==> src/design/htw_ram.sv <==
module htw_ram #(
  parameter int WIDTH = 8,
  parameter int DEPTH = 16,
  parameter int AW    = (DEPTH > 1) ? $clog2(DEPTH) : 1
) (
  input  logic             clk_i,
  input  logic             we_i,
  input  logic [AW-1:0]    waddr_i,
  input  logic [WIDTH-1:0] wdata_i,
  input  logic [AW-1:0]    raddr_i,
  output logic [WIDTH-1:0] rdata_o
);

  logic [WIDTH-1:0] mem [DEPTH];

  // write port and registered read port
  always_ff @(posedge clk_i) begin
    if (we_i) begin
      mem[waddr_i] <= wdata_i;
    end
    rdata_o <= mem[raddr_i];
  end

endmodule

==> config.mk <==
export PLATFORM = sky130hd
export DESIGN_NAME = htw_ram
export DESIGN_NICKNAME = d
export VERILOG_FILES = /design/src/design/htw_ram.sv
export SDC_FILE = /design/constraint.sdc
export NUM_CORES = 1
export LEC_CHECK = 0
export BUFFER_PORTS_ARGS = -buffer_cell sky130_fd_sc_hd__buf_4
export CAP_MARGIN = 20
export CORE_MARGIN = 3
export CORE_UTILIZATION = 45
export DETAILED_ROUTE_END_ITERATION = 7
export GPL_TIMING_DRIVEN = 0
export HOLD_SLACK_MARGIN = 0.12
export PLACE_DENSITY = 0.71
export SETUP_SLACK_MARGIN = 0.3
export SKIP_CTS_REPAIR_TIMING = 1
export SYNTH_ARGS = -nofsm -noshare
export SYNTH_HDL_FRONTEND = slang
export SYNTH_SLANG_ARGS = --single-unit
==> constraint.sdc <==
create_clock -name clk_i -period 4.31 [get_ports clk_i]
set_clock_uncertainty 0.1 [all_clocks]
set_input_delay 1.293 -clock clk_i [delete_from_list [all_inputs] [get_ports clk_i]]
set_output_delay 1.293 -clock clk_i [all_outputs]
set_load 0.02 [all_outputs]
==> report_table.html <==
<table>
<tr><th>Metric</th><th>Value</th></tr>
<tr><th colspan="2">Status</th></tr>
<tr><td>Run status</td><td>complete, no violations</td></tr>
<tr><th colspan="2">STA</th></tr>
<tr><td>RSZ-0062 raised after global routing</td><td>no</td></tr>
<tr><td>Max Slew Vio Count</td><td>0</td></tr>
<tr><td>Pin slew with the least headroom to its limit</td><td>around 0.84 ns</td></tr>
<tr><td>Final critical-path required period</td><td>roughly 2.7 ns</td></tr>
<tr><td>Fmax</td><td>0.367 GHz</td></tr>
<tr><td>Total Negative Setup Slacks</td><td>0 ns</td></tr>
<tr><td>Slew margin rel.</td><td>between 40% and 50%</td></tr>
<tr><td>Final Hold Fails</td><td>0</td></tr>
<tr><td>Portion of the clock cycle consumed by the worst path in the final layout</td><td>between 60% and 70%</td></tr>
<tr><td># setup viols final</td><td>0</td></tr>
<tr><td>Worst hold slack</td><td>0.594 ns</td></tr>
<tr><th colspan="2">Power</th></tr>
<tr><td>Logic gate share of total power</td><td>5.0%</td></tr>
<tr><td>Total net switching power</td><td>slightly above 0.0006 W</td></tr>
<tr><td>Proportion of power drawn by the clock network</td><td>roughly half</td></tr>
<tr><td>Leak Pwr</td><td>between 2 and 2.5 nW</td></tr>
<tr><td>Internal power contribution</td><td>around 0.0026 W</td></tr>
<tr><td>Switching portion of total power</td><td>19.4%</td></tr>
<tr><td>Reg power frac</td><td>46.8%</td></tr>
<tr><td>Maximum VDD drop</td><td>0.000316 V</td></tr>
<tr><td>Power per unit of standard cell area</td><td>approximately 520 mW/mm^2</td></tr>
<tr><th colspan="2">Critical path</th></tr>
<tr><td>Critical path's top delay family</td><td>simple AND/OR/NAND/NOR gates</td></tr>
<tr><td>CP max stage cell</td><td>nor3_1</td></tr>
<tr><td>R2R cell count</td><td>3</td></tr>
<tr><td>Biggest cell delay along the critical path</td><td>0.55 ns</td></tr>
<tr><td>Cell count along the critical path</td><td>4</td></tr>
<tr><td>CP Class</td><td>in2reg</td></tr>
<tr><td>Cell type with the highest occurrence count on the critical path</td><td>buf_4</td></tr>
<tr><td>Critical register-to-register path endpoint</td><td>rdata_o[0]$_DFF_P_</td></tr>
<tr><td>Reg-to-reg critical path startpoint</td><td>mem[11][0]$_DFFE_PP_</td></tr>
<tr><td>Worst path bufs/invs</td><td>2</td></tr>
<tr><td>Worst setup path end</td><td>mem[0][6]$_DFFE_PP_</td></tr>
<tr><td>Worst path required time</td><td>approximately 4.3 ns</td></tr>
<tr><td>CP arrival</td><td>~2.8 ns</td></tr>
<tr><td>Peak fanout along the critical path</td><td>5</td></tr>
<tr><td>Element type at the critical path start</td><td>primary input</td></tr>
<tr><td>Critical path endpoint category</td><td>register</td></tr>
<tr><td>Critical path launch point</td><td>waddr_i[2]</td></tr>
<tr><td>R2R setup slack</td><td>2.75 ns</td></tr>
<tr><td>Crit-path cells</td><td>buf_4 &gt; or3b_2 &gt; nor3_1 &gt; buf_4</td></tr>
<tr><th colspan="2">Logic synthesis</th></tr>
<tr><td>Most area-consuming cells after synthesis</td><td>edfxtp_1, mux4_2, mux4_1</td></tr>
<tr><td>Top cells by count, synth</td><td>edfxtp_1, mux4_2, a22oi_1, mux4_1, nor2_1</td></tr>
<tr><td>Share of synthesized registers carrying an async set or reset</td><td>0%</td></tr>
<tr><td>Post-synthesis cell area</td><td>~0.0051 mm^2</td></tr>
<tr><td>Top flip-flop cell by instance count after synthesis</td><td>edfxtp_1</td></tr>
<tr><td>Post-synth net total</td><td>247</td></tr>
<tr><td>Leading area contributor after synthesis</td><td>edfxtp_1</td></tr>
<tr><td>Sequential fraction of the synthesis area</td><td>about 78%</td></tr>
<tr><td>Number of warnings printed during yosys synthesis</td><td>0</td></tr>
<tr><td>Area share of the largest cell type after synthesis</td><td>between 70% and 80%</td></tr>
<tr><td>Number of storage elements in the synthesis netlist</td><td>around 140</td></tr>
<tr><td>Mapped Avg Cell Area</td><td>approximately 22 um^2</td></tr>
<tr><td>Count of flip-flops with a built-in enable after synthesis</td><td>roughly 130</td></tr>
<tr><td>Post-Syn Instances</td><td>~230</td></tr>
<tr><td>Count of different cell masters after synthesis</td><td>19</td></tr>
<tr><td>Most frequent cell after synthesis</td><td>edfxtp_1</td></tr>
<tr><th colspan="2">Cells and area</th></tr>
<tr><td>Final core occ</td><td>56.0%</td></tr>
<tr><td>Antenna cell count</td><td>0</td></tr>
<tr><td>Fraction of layout instances using a drive strength above 1</td><td>30.4%</td></tr>
<tr><td>Area grow syn2layout</td><td>19.9%</td></tr>
<tr><td>Number of inserted filler cells in the final layout</td><td>a little over 800</td></tr>
<tr><td>Net count, final</td><td>roughly 290</td></tr>
<tr><th colspan="2">Drt</th></tr>
<tr><td>DR pass1 iterations</td><td>4</td></tr>
<tr><td>Number of remaining DRC errors</td><td>0</td></tr>
<tr><td>Number of violations reported at the end of detailed-routing iteration 0</td><td>148</td></tr>
<tr><td>Final antenna-violating net count</td><td>0</td></tr>
<tr><td>Per-cell via count in the routed design</td><td>~5.6</td></tr>
<tr><td>Total vias in the final route</td><td>approximately 2400</td></tr>
<tr><td>Routed wire length per instance</td><td>about 23 um</td></tr>
<tr><td>Detailed Route WL</td><td>9.94 mm</td></tr>
<tr><th colspan="2">Global route</th></tr>
<tr><td>Combined global-route utilization of all metal layers</td><td>between 10% and 20%</td></tr>
<tr><td>Global-route wire length before repair</td><td>15.2 mm</td></tr>
<tr><td>Global-route track usage on met2</td><td>about a quarter</td></tr>
<tr><td>Global-route track usage on met1</td><td>~23%</td></tr>
<tr><td>Number of antenna violations at the first check in global routing</td><td>0</td></tr>
<tr><td>Number of global-route vias before repair</td><td>around 2500</td></tr>
<tr><td>Pin count of the biggest net entering global routing</td><td>17</td></tr>
<tr><td>GR met3 Demand/Resource</td><td>approximately 4.8%</td></tr>
<tr><td>Most used routing layer in global routing</td><td>met2</td></tr>
<tr><td>Overall overflow remaining after global route</td><td>0</td></tr>
<tr><th colspan="2">CTS</th></tr>
<tr><td>Num CTS Buffers</td><td>17</td></tr>
<tr><td>Root buffer cell</td><td>clkbuf_16</td></tr>
<tr><td>TritonCTS clock tree</td><td>built</td></tr>
<tr><td>H-Tree Depth</td><td>4</td></tr>
<tr><td>Clock edge transition at the registers on the reported setup and hold paths</td><td>about 0.060 ns</td></tr>
<tr><td>Clock sink count</td><td>approximately 140</td></tr>
<tr><td>Clk Latency, worst-skew pair</td><td>~0.41 ns</td></tr>
<tr><td>Number of buffers on the longest clock path</td><td>2</td></tr>
<tr><th colspan="2">Placed design</th></tr>
<tr><td>RePlAce Congestion</td><td>around 0.71</td></tr>
<tr><td>Post-DP HPWL</td><td>between 6 and 7 mm</td></tr>
<tr><td>Count of port buffers added during placement</td><td>24</td></tr>
<tr><th colspan="2">Run</th></tr>
<tr><td>Number of max-capacitance violations reported</td><td>0</td></tr>
<tr><th colspan="2">Hold path</th></tr>
<tr><td>Path class of the lowest-slack min-delay path</td><td>reg2reg</td></tr>
<tr><th colspan="2">Die</th></tr>
<tr><td>Std cell rows</td><td>38</td></tr>
<tr><td>Top-level port count</td><td>26</td></tr>
<tr><td>Core area</td><td>~0.011 mm^2</td></tr>
<tr><td>Starting density of the core</td><td>around 47%</td></tr>
<tr><td>Die width</td><td>around 110 um</td></tr>
<tr><td>DIE AREA</td><td>roughly 0.013 mm^2</td></tr>
<tr><td>Die Y-Extent</td><td>between 100 and 150 um</td></tr>
</table>
-- power groups by stage --
| stage | sequential [W] | combinational, W | clock (W) |
|---|---|---|---|
| 2_1_floorplan | 0.00152 | 0.0000751 | 0 |
| 3_3_place_gp | 0.00151 | 0.000156 | 0 |
| 3_5_place_dp | 0.00151 | 0.000161 | 0 |
| 4_1_cts | 0.00149 | 0.000162 | 0.00155 |
| 5_1_grt | 0.00149 | 0.000170 | 0.00162 |
| 6_report | 0.00149 | 0.000159 | 0.00153 |
-- how the worst min path moves through the flow --
stage                                    end                 start  cells after the start  slack [ns]
after detailed placement  rdata_o[7]$_DFF_P_  mem[10][7]$_DFFE_PP_                      3        0.58
after CTS                 rdata_o[7]$_DFF_P_  mem[10][7]$_DFFE_PP_                      3        0.60
final                     rdata_o[1]$_DFF_P_  mem[11][1]$_DFFE_PP_                      3        0.59
after global routing      rdata_o[3]$_DFF_P_   mem[8][3]$_DFFE_PP_                      3        0.62
after floorplan           rdata_o[0]$_DFF_P_   mem[7][0]$_DFFE_PP_                      3        0.53
after global placement    rdata_o[3]$_DFF_P_   mem[8][3]$_DFFE_PP_                      3        0.56
-- state kept, by name, indices dropped and copies added (netlist names) --
name     flops
mem        128
rdata_o      8
-- per-stage QoR --
step	total power, W	setup WS (ns)	instance area (um^2)	cells
floorplan	0.00160	1.42	5150	229
global placement	0.00167	0.873	5500	393
detailed placement	0.00167	1.16	5530	397
CTS	0.00320	1.58	6170	429
global route	0.00328	1.52	6170	429
finish	0.00318	1.58	6170	429
-- kinds of logic after synthesis --
logic type             synth area share (%)
muxes                                  15.0
AOI/OAI and AO/OA                      2.33
and+or+nand+nor                        3.18
DFF                                    77.8
buffers and inverters                  1.68
-- final cells by class --
type	instances	area (um^2)	share of cell area, %
multi-input combinational	83	1060	17.1
tap	140	175	2.84
clock inverter	11	170	2.76
buffer	10	86.3	1.40
timing repair buffer	28	210	3.40
sequential	136	4000	64.9
clock buffer	21	470	7.62
-- tightest hold or removal path, delay by kind of cell, from the launching register on --
family             cells  cell delay (ns)
DFF                    1             0.32
and+or+nand+nor        1             0.06
muxes                  1             0.21
AOI/OAI and AO/OA      1             0.08
-- layout by cell type, fill, tap and decap left out, types with 4 or more instances in the layout --
cell / Yosys / layout
a22oi_1: 16 / 16
bufinv_16: 0 / 4
nand2_1: 9 / 9
mux4_2: 18 / 18
clkinv_4: 0 / 4
nor3_1: 4 / 4
edfxtp_1: 128 / 128
dfxtp_1: 8 / 8
nor2_1: 13 / 13
mux4_1: 14 / 14
buf_4: 1 / 29
clkbuf_16: 0 / 17
-- metal layers --
| metal | up-vias | part of all wire, % | wire (um) |
|---|---|---|---|
| li1 | 1069 | - | - |
| met1 | 1240 | 41 | 4090 |
| met2 | 76 | 50 | 5020 |
| met3 | 13 | 7.0 | 698 |
| met4 | 0 | 1.4 | 136 |
| met5 | - | 0 | 0 |
Power figures use the tool's default switching activity.
