==> config.mk <==
export PLATFORM = sky130hd
export DESIGN_NAME = htw_place
export DESIGN_NICKNAME = d
export VERILOG_FILES = /design/src/design/htw_pkg.sv /design/src/design/htw_place.sv
export SDC_FILE = /design/constraint.sdc
export NUM_CORES = 1
export LEC_CHECK = 0
export ABC_AREA = 1
export BUFFER_PORTS_ARGS = -buffer_cell sky130_fd_sc_hd__buf_2
export CORE_ASPECT_RATIO = 1.1
export CORE_MARGIN = 1
export CORE_UTILIZATION = 45
export DETAILED_ROUTE_END_ITERATION = 7
export GPL_ROUTABILITY_DRIVEN = 1
export GPL_TIMING_DRIVEN = 1
export PLACE_DENSITY = 0.87
export SYNTH_ARGS = -nofsm -noshare
export SYNTH_HDL_FRONTEND = slang
export SYNTH_SLANG_ARGS = --single-unit
export TNS_END_PERCENT = 1
==> constraint.sdc <==
create_clock -name vclk -period 5.49
set_input_delay 1.098 -clock vclk [all_inputs]
set_output_delay 1.098 -clock vclk [all_outputs]
set_load 0.005 [all_outputs]
==> src/design/htw_pkg.sv <==
package htw_pkg;

  localparam int NearBits  = 8;
  localparam int FarBits   = 6;
  localparam int LinkW     = 6;
  localparam int HeadAddrW = 9;
  localparam int HeadDepth = 512;
  localparam int RemW      = 17;

  localparam logic [LinkW-1:0] NilLink = 6'd63;

  typedef enum logic [1:0] {
    FUNC_ADD,
    FUNC_REMOVE,
    FUNC_TICK,
    FUNC_NONE
  } func_e;

  typedef enum logic [1:0] {
    KIND_ADD,
    KIND_REMOVE,
    KIND_FIRED,
    KIND_TICK
  } kind_e;

  typedef enum logic [3:0] {
    ST_CLEAR,
    ST_IDLE,
    ST_ADD,
    ST_REM_RD,
    ST_REM_CMP,
    ST_WALK_RD,
    ST_WALK_HEAD,
    ST_WALK_CHK,
    ST_WALK_REC,
    ST_PUSH_RD,
    ST_PUSH_WR,
    ST_ADVANCE,
    ST_CAS_RD,
    ST_CAS_HEAD,
    ST_CAS_CHK,
    ST_CAS_REC
  } state_e;

  typedef enum logic [1:0] {
    RET_ADD,
    RET_WALK,
    RET_CAS
  } ret_e;

  typedef struct packed {
    logic [LinkW-1:0]       link;
    logic [31:0]            expire;
    logic [31:0]            period;
    logic signed [RemW-1:0] remain;
    logic [31:0]            owner;
  } pool_rec_t;

  typedef struct packed {
    logic [HeadAddrW-1:0] arm_addr;
    logic [31:0]          arm_expire;
    logic [HeadAddrW-1:0] move_addr;
  } place_t;

endpackage

==> src/design/htw_place.sv <==
module htw_place import htw_pkg::*; #(
  parameter int FAR_WHEELS = 4
) (
  input  logic [31:0]  tick_i,
  input  logic [31:0]  period_i,
  input  logic [31:0]  expire_i,
  input  logic [1:0]   level_i,
  output place_t       place_o
);

  logic [31:0]          arm_exp;
  logic [HeadAddrW-1:0] arm_addr;
  logic [HeadAddrW-1:0] move_addr;
  logic                 arm_found;
  logic                 move_found;

  // pick the wheel and slot for a fresh arm
  always_comb begin
    arm_exp   = tick_i + period_i;
    arm_addr  = {1'b0, arm_exp[NearBits-1:0]};
    arm_found = 1'b0;
    if (period_i[31:NearBits] != '0) begin
      for (int i = 0; i < 4; i++) begin
        if (i < FAR_WHEELS && !arm_found) begin
          if ((period_i >> (NearBits + FarBits * (i + 1))) == 32'd0 ||
              i == FAR_WHEELS - 1) begin
            arm_addr  = {1'b1, 2'(i), arm_exp[NearBits + FarBits * i +: FarBits]};
            arm_found = 1'b1;
          end
        end
      end
    end
  end

  // find the lower wheel a cascaded timer drops into
  always_comb begin
    move_addr  = {1'b0, expire_i[NearBits-1:0]};
    move_found = 1'b0;
    for (int l = 3; l >= 1; l--) begin
      if (l <= int'(level_i) && !move_found) begin
        if (expire_i[NearBits + FarBits * (l - 1) +: FarBits] != '0) begin
          move_addr  = {1'b1, 2'(l - 1), expire_i[NearBits + FarBits * (l - 1) +: FarBits]};
          move_found = 1'b1;
        end
      end
    end
  end

  assign place_o = '{arm_addr: arm_addr, arm_expire: arm_exp, move_addr: move_addr};

endmodule

==> impl_summary.txt, run 1 <==
----------------------------------------------------
[Die]
  I/O pins ... about 150
  Starting Density ... 47.68%
  Number of placement rows ... 31
  Width of the die ... between 80 and 90 microns
  Die outline area ... 0.007451 sq mm
  Core Area ... between 0.006 and 0.007 sq mm
  Die boundary height ... 90.44 microns

[Routing]
  Detailed router's first-iteration violation count ... between 300 and 400
  Routed WL ... roughly 11000 microns
  Via Count ... between 4000 and 5000
  Pre-Repair DR Iteration Count ... 5
  DRC violations left ... 0
  Count of antenna-violating nets left after detailed routing ... 0
  WL per Instance ... 11.98 microns
  Vias per cell ... 5.130

[Timing]
  Fmax ... 231.7 MHz
  Final worst-path setup slack ... 1.174 ns
  Final period utilization ... 78.62%
  Worst relative slew slack ... 57.24%
  Final period demand of the worst path ... approximately 4.3 ns
  Final TNS setup ... 0 ns
  Setup violations, final ... 0
  Slew Viols, Final ... 0
  Final hold viol count ... 0
  Unrepaired setup endpoints after global routing ... no
  Least-Margin Pin Slew ... roughly 0.64 ns

[Synth]
  Syn_area_per_cell ... 4.862 sq um
  Total nets after synthesis ... about 800
  Distinct cell type count of the synthesized netlist ... 33
  Post-Syn Area ... 0.003199 sq mm
  Proportion of synthesized chip area in sequential cells ... 0%
  Instance count of the mapped netlist ... 658
  Yosys warnings ... 0

[Placed design]
  Pre-CTS setup slack ... 1.224 ns
  Port Buffer Count ... 142
  HPWL Detailed ... about 9300 microns
  Final weighted congestion in routability-driven placement ... 0.9959

[Flow run]
  Max-cap check violation count ... 0

[GRT]
  Total routing resource utilization after global routing ... 28.36%
  Number of global-route vias before repair ... roughly 4100
  Wire length of the first global-routing pass ... 17110 microns
  Antenna violations before repair ... 0
  Largest net degree at the start of global routing ... 12
  Residual overflow from global routing ... 0

[Cells and area]
  Layout net count ... 930
  Layout filler cell count ... 715
  FF+latch area ... 0 sq um
  Number of clock buffers in the layout ... 0
  Share of layout cells above drive strength 1 ... 21.05%
  Count of sequential standard cells ... 0
  Number of antenna diodes ... 0
  Growth of design area from synthesis to finish ... 24.72%

[Min path]
  Worst Hold Path Cells ... 3
  Hold Path Class ... in2out
  Hold endpoint ... place_o[9]
  Min-delay src ... period_i[0]

[Worst setup path]
  Arrival time reported for the critical path endpoint ... about 3.2 ns
  Sort of element at the start of the critical path ... input pin
  CP Class ... in2out
  Largest fanout of any net on the critical path ... 4
  CP endpoint kind ... primary output
  WP data required ... 4.39 ns

[Power and ir drop]
  NetSw ... 256.5 uW
  Worst supply voltage drop on vdd ... 0.00005646 V
  Leak pwr ... 2.627 nW
  Internal power component ... 171.4 uW
  Share of power burned in combinational logic ... 100.0%
  Sw Ratio ... 59.94%
  Sequential share of power ... 0%
  Part of the total power dissipated in the clock network ... 0%
  Power Dens Cells ... 107.3 mW/mm^2

[Clocking]
  Hold Buf Count CTS ... 0
  Postcts setup bufs ... 0
  Number of cells upsized or downsized after cts ... 0

[Run status]
  Status ... complete, no violations

----------------------------------------------------
## worst max-delay path, cell delays in order
cell     delay [ns]
buf_2          0.10
ha_1           0.25
fa_1           0.45
nand3_1        0.11
nand3_1        0.16
nand3_1        0.17
nand3_1        0.16
nand2_1        0.11
nand3_1        0.07
nand2_1        0.06
inv_1          0.04
nand3_1        0.09
nand3_1        0.12
nand2_1        0.09
inv_1          0.03
buf_2          0.11
## cells in the final DEF, fill, tap and decap left out, types with 10 or more instances in the layout
cell / instances
nor2_1: 61
ha_1: 31
nand3_1: 66
inv_1: 125
and2_1: 10
nand4_1: 16
a21oi_1: 23
nor2_2: 11
nand2_1: 252
buf_2: 142
## power groups by stage
| stage | clock (mW) | combinational, mW | sequential [mW] |
|---|---|---|---|
| 2_1_floorplan | 0 | 0.265 | 0 |
| 3_3_place_gp | 0 | 0.418 | 0 |
| 3_5_place_dp | 0 | 0.422 | 0 |
| 4_1_cts | 0 | 0.424 | 0 |
| 5_1_grt | 0 | 0.484 | 0 |
| 6_report | 0 | 0.428 | 0 |
## worst max path at each step
stage | from | endpoint | slack, ns | cells past startpoint
after floorplan | tick_i[0] | place_o[45] | 1.73 | 15
final | tick_i[0] | place_o[45] | 1.17 | 16
after CTS | tick_i[0] | place_o[45] | 1.22 | 16
after detailed placement | tick_i[0] | place_o[45] | 1.22 | 16
after global placement | tick_i[0] | place_o[45] | 1.24 | 16
after global routing | tick_i[0] | place_o[41] | 1.0 | 16
## stage by stage
| stage | std cells | hold WS [ns] | cell area [sq um] | total power [mW] | utilization, % |
|---|---|---|---|---|---|
| after floorplan | 658 | 2.303 | 3199 | 0.2654 | - |
| after detailed placement | 880 | 2.488 | 3990 | 0.4221 | 59.46 |
| final | 880 | 2.495 | 3990 | 0.4280 | 59.46 |
| after global routing | 880 | 2.511 | 3990 | 0.4839 | 59.46 |
| after global placement | 880 | 2.491 | 3990 | 0.4178 | 59.46 |
| after CTS | 880 | 2.494 | 3990 | 0.4237 | 59.46 |
## cell type report
type,instances,area [sq um],share of cell area [%]
inverter,128,480.5,12.04
multi-input combinational,528,2696,67.58
tap,82,102.6,2.571
timing repair buffer,142,710.7,17.81
## kinds of logic after synthesis
kind of cell / count (synthesis) / synth area share, %
adder cells (fa/ha/maj): 32 / 12.75
AO/OA/AOI/OAI: 45 / 8.448
AND/OR/NAND/NOR: 442 / 60.62
buffers and inverters: 130 / 15.72
XOR/XNOR: 9 / 2.464
## cell usage after synthesis
cell type	number	area, sq um
nor3_1	3	15.01
nand4_1	16	100.1
nand2_1	252	945.9
nand2_4	1	11.26
a21oi_1	23	115.1
or2_0	1	6.260
nand3_1	66	330.3
nand2_2	6	37.54
nor2_1	61	229.0
a22oi_1	6	45.04
nand4_2	1	12.51
o211ai_1	1	7.510
xor2_1	6	52.55
inv_2	3	11.26
o21bai_1	3	22.52
o21a_1	1	7.510
a21oi_4	1	16.27
and3_1	1	6.260
and2_1	10	62.56
nor2_4	1	11.26
inv_1	125	469.2
a21o_1	1	7.510
ha_1	31	387.9
nor2_2	11	68.82
xnor2_1	3	26.28
nor4_1	2	12.51
a22o_1	1	8.760
nand3b_1	8	60.06
fa_1	1	20.02
nor2_8	1	20.02
nand3_2	1	10.01
o21ai_0	8	40.04
buf_6	2	22.52
## per-layer routing
metal	track usage, %	up-vias	routed length, microns
met1	34.58	1925	4294
met4	8.772	0	300
met3	1.717	26	879
met2	51.17	211	5070
met5	0	-	0
li1	-	2352	-
Power figures use the tool's default switching activity.
==> run 2, diff against run 1 <==
- clock period: 5.49 -> 4.1 ns (I/O delays scaled with it)
==> run 2 against run 1 <==
Effect of this change: count of clock-buffer cells in the layout is the same; combinational power up 34%; global-route usage fell by 0.39 points; non-clock buffer count grew 2; first-iteration DRC count shrank 4.4%; final area grew 0.38%; setup slack got worse by 0.81 ns.
==> impl_summary.txt, run 2 (synthesis results as in run 1) <==
----------------------------------------------------
[Run status]
  Status ... complete, no violations

[Cells and area]
  Number of clock buffers in the layout ... 0
  Layout net count ... 932
  Count of sequential standard cells ... 0
  Number of antenna diodes ... 0
  Growth of design area from synthesis to finish ... 25.19%
  Most used cells in the layout excluding fill and tap cells ... nand2_1, buf_2, inv_1
  Most common library cell in the layout ignoring fill and taps ... nand2_1
  FF+latch area ... 0 sq um
  Share of layout cells above drive strength 1 ... a little over a fifth

[GRT]
  Number of global-route vias before repair ... 4080
  Total routing resource utilization after global routing ... between 20 and 30%
  Largest net degree at the start of global routing ... 12
  Wire length of the first global-routing pass ... 16880 microns
  Residual overflow from global routing ... 0
  Antenna violations before repair ... 0

[Timing]
  Final period demand of the worst path ... 3.741 ns
  Worst relative slew slack ... 71.28%
  Fmax ... 267.3 MHz
  Final hold viol count ... 0
  Worst slack on hold paths ... 1.941 ns
  Setup violations, final ... 0
  Final TNS setup ... 0 ns
  Final period utilization ... ~91%
  Least-Margin Pin Slew ... 0.4269 ns
  Slew Viols, Final ... 0
  Unrepaired setup endpoints after global routing ... no

[Routing]
  DRC violations left ... 0
  Count of antenna-violating nets left after detailed routing ... 0
  Via Count ... roughly 4500
  Routed WL ... 10540 microns
  Pre-Repair DR Iteration Count ... 5
  Detailed router's first-iteration violation count ... around 300
  Vias per cell ... approximately 5.1
  WL per Instance ... 11.95 microns

[Worst setup path]
  Largest fanout of any net on the critical path ... 4
  Worst Setup EP ... place_o[43]
  Origin of the worst setup path ... tick_i[0]
  Arrival time reported for the critical path endpoint ... 2.92 ns
  WP data required ... about 3.3 ns
  CP Class ... in2out
  Sort of element at the start of the critical path ... input pin
  CP endpoint kind ... primary output

[Power and ir drop]
  Power Dens Cells ... 143.5 mW/mm^2
  Leak pwr ... 2.638 nW
  Worst supply voltage drop on vdd ... roughly 0.000074 V

[Clocking]
  Hold Buf Count CTS ... 0
  Number of cells upsized or downsized after cts ... 0
  Postcts setup bufs ... 0

[Die]
  Width of the die ... between 80 and 90 microns
  Die boundary height ... ~90 microns
  Core Area ... 0.006710 sq mm
  I/O pins ... 148
  Die outline area ... 0.007451 sq mm
  Starting Density ... between 40% and 50%
  Number of placement rows ... 31

[Min path]
  Hold Path Class ... in2out
  Min-delay src ... expire_i[7]

[Placed design]
  HPWL Detailed ... between 9000 and 10000 microns
  Final weighted congestion in routability-driven placement ... around 1.0
  Port Buffer Count ... 142

[Flow run]
  Max-cap check violation count ... 0

----------------------------------------------------
==> run 2: cell count changes in the layout (fill, tap and decap cells not counted) <==
cell,previous run,this run
buf_4,0,2
==> run 2: metal layers <==
layer / part of all wire (%) / track usage (%) / up-vias
met5: 0 / 0 / -
met3: 8.4 / 2.020 / 27
met2: 48 / 51.31 / 220
met1: 41 / 33.86 / 1928
li1: - / - / 2345
met4: 2.9 / 7.018 / 0
==> run 2: cell type report <==
class | instances | area, sq um
Timing Repair Buffer | 144 | 725.7
Inverter | 128 | 480.5
Fill cell | 739 | 2705
Multi-Input combinational cell | 528 | 2696
Tap cell | 82 | 102.6
==> run 2: how the worst min path moves through the flow <==
stage | to | slack (ns) | cells past startpoint
6_report | place_o[7] | 1.94 | 4
3_5_place_dp | place_o[7] | 1.94 | 4
4_1_cts | place_o[7] | 1.94 | 4
2_1_floorplan | place_o[8] | 1.75 | 2
5_1_grt | place_o[9] | 1.98 | 3
3_3_place_gp | place_o[9] | 1.94 | 3
==> run 2: metrics by stage <==
stage	std cells	cell area (sq um)	util [%]	total power, mW	setup slack, ns
finish	882	4005	59.69	0.5747	0.3588
global route	882	4005	59.69	0.6486	0.1968
CTS	882	4005	59.69	0.5695	0.4254
detailed placement	882	4005	59.69	0.5672	0.4339
global placement	882	4005	59.69	0.5598	0.4378
floorplan	658	3199	-	0.3553	0.8978
==> run 2: critical path, stage by stage <==
cell and delay (ns):
buf_2 0.10, ha_1 0.25, fa_1 0.44, nand3_1 0.11, nand3_1 0.17, nand3_1 0.15
nand3_1 0.15, nand4_1 0.14, nand2_1 0.07, nand2_1 0.08, nand3_1 0.07, nand2_1 0.13
nand2_1 0.07, nand2_1 0.06, buf_2 0.10
==> run 2: power breakdown <==
part / internal, mW / switching (mW) / total [mW]
sequential: 0 / 0 / 0
combinational: 0.230 / 0.345 / 0.575
clock: 0 / 0 / 0
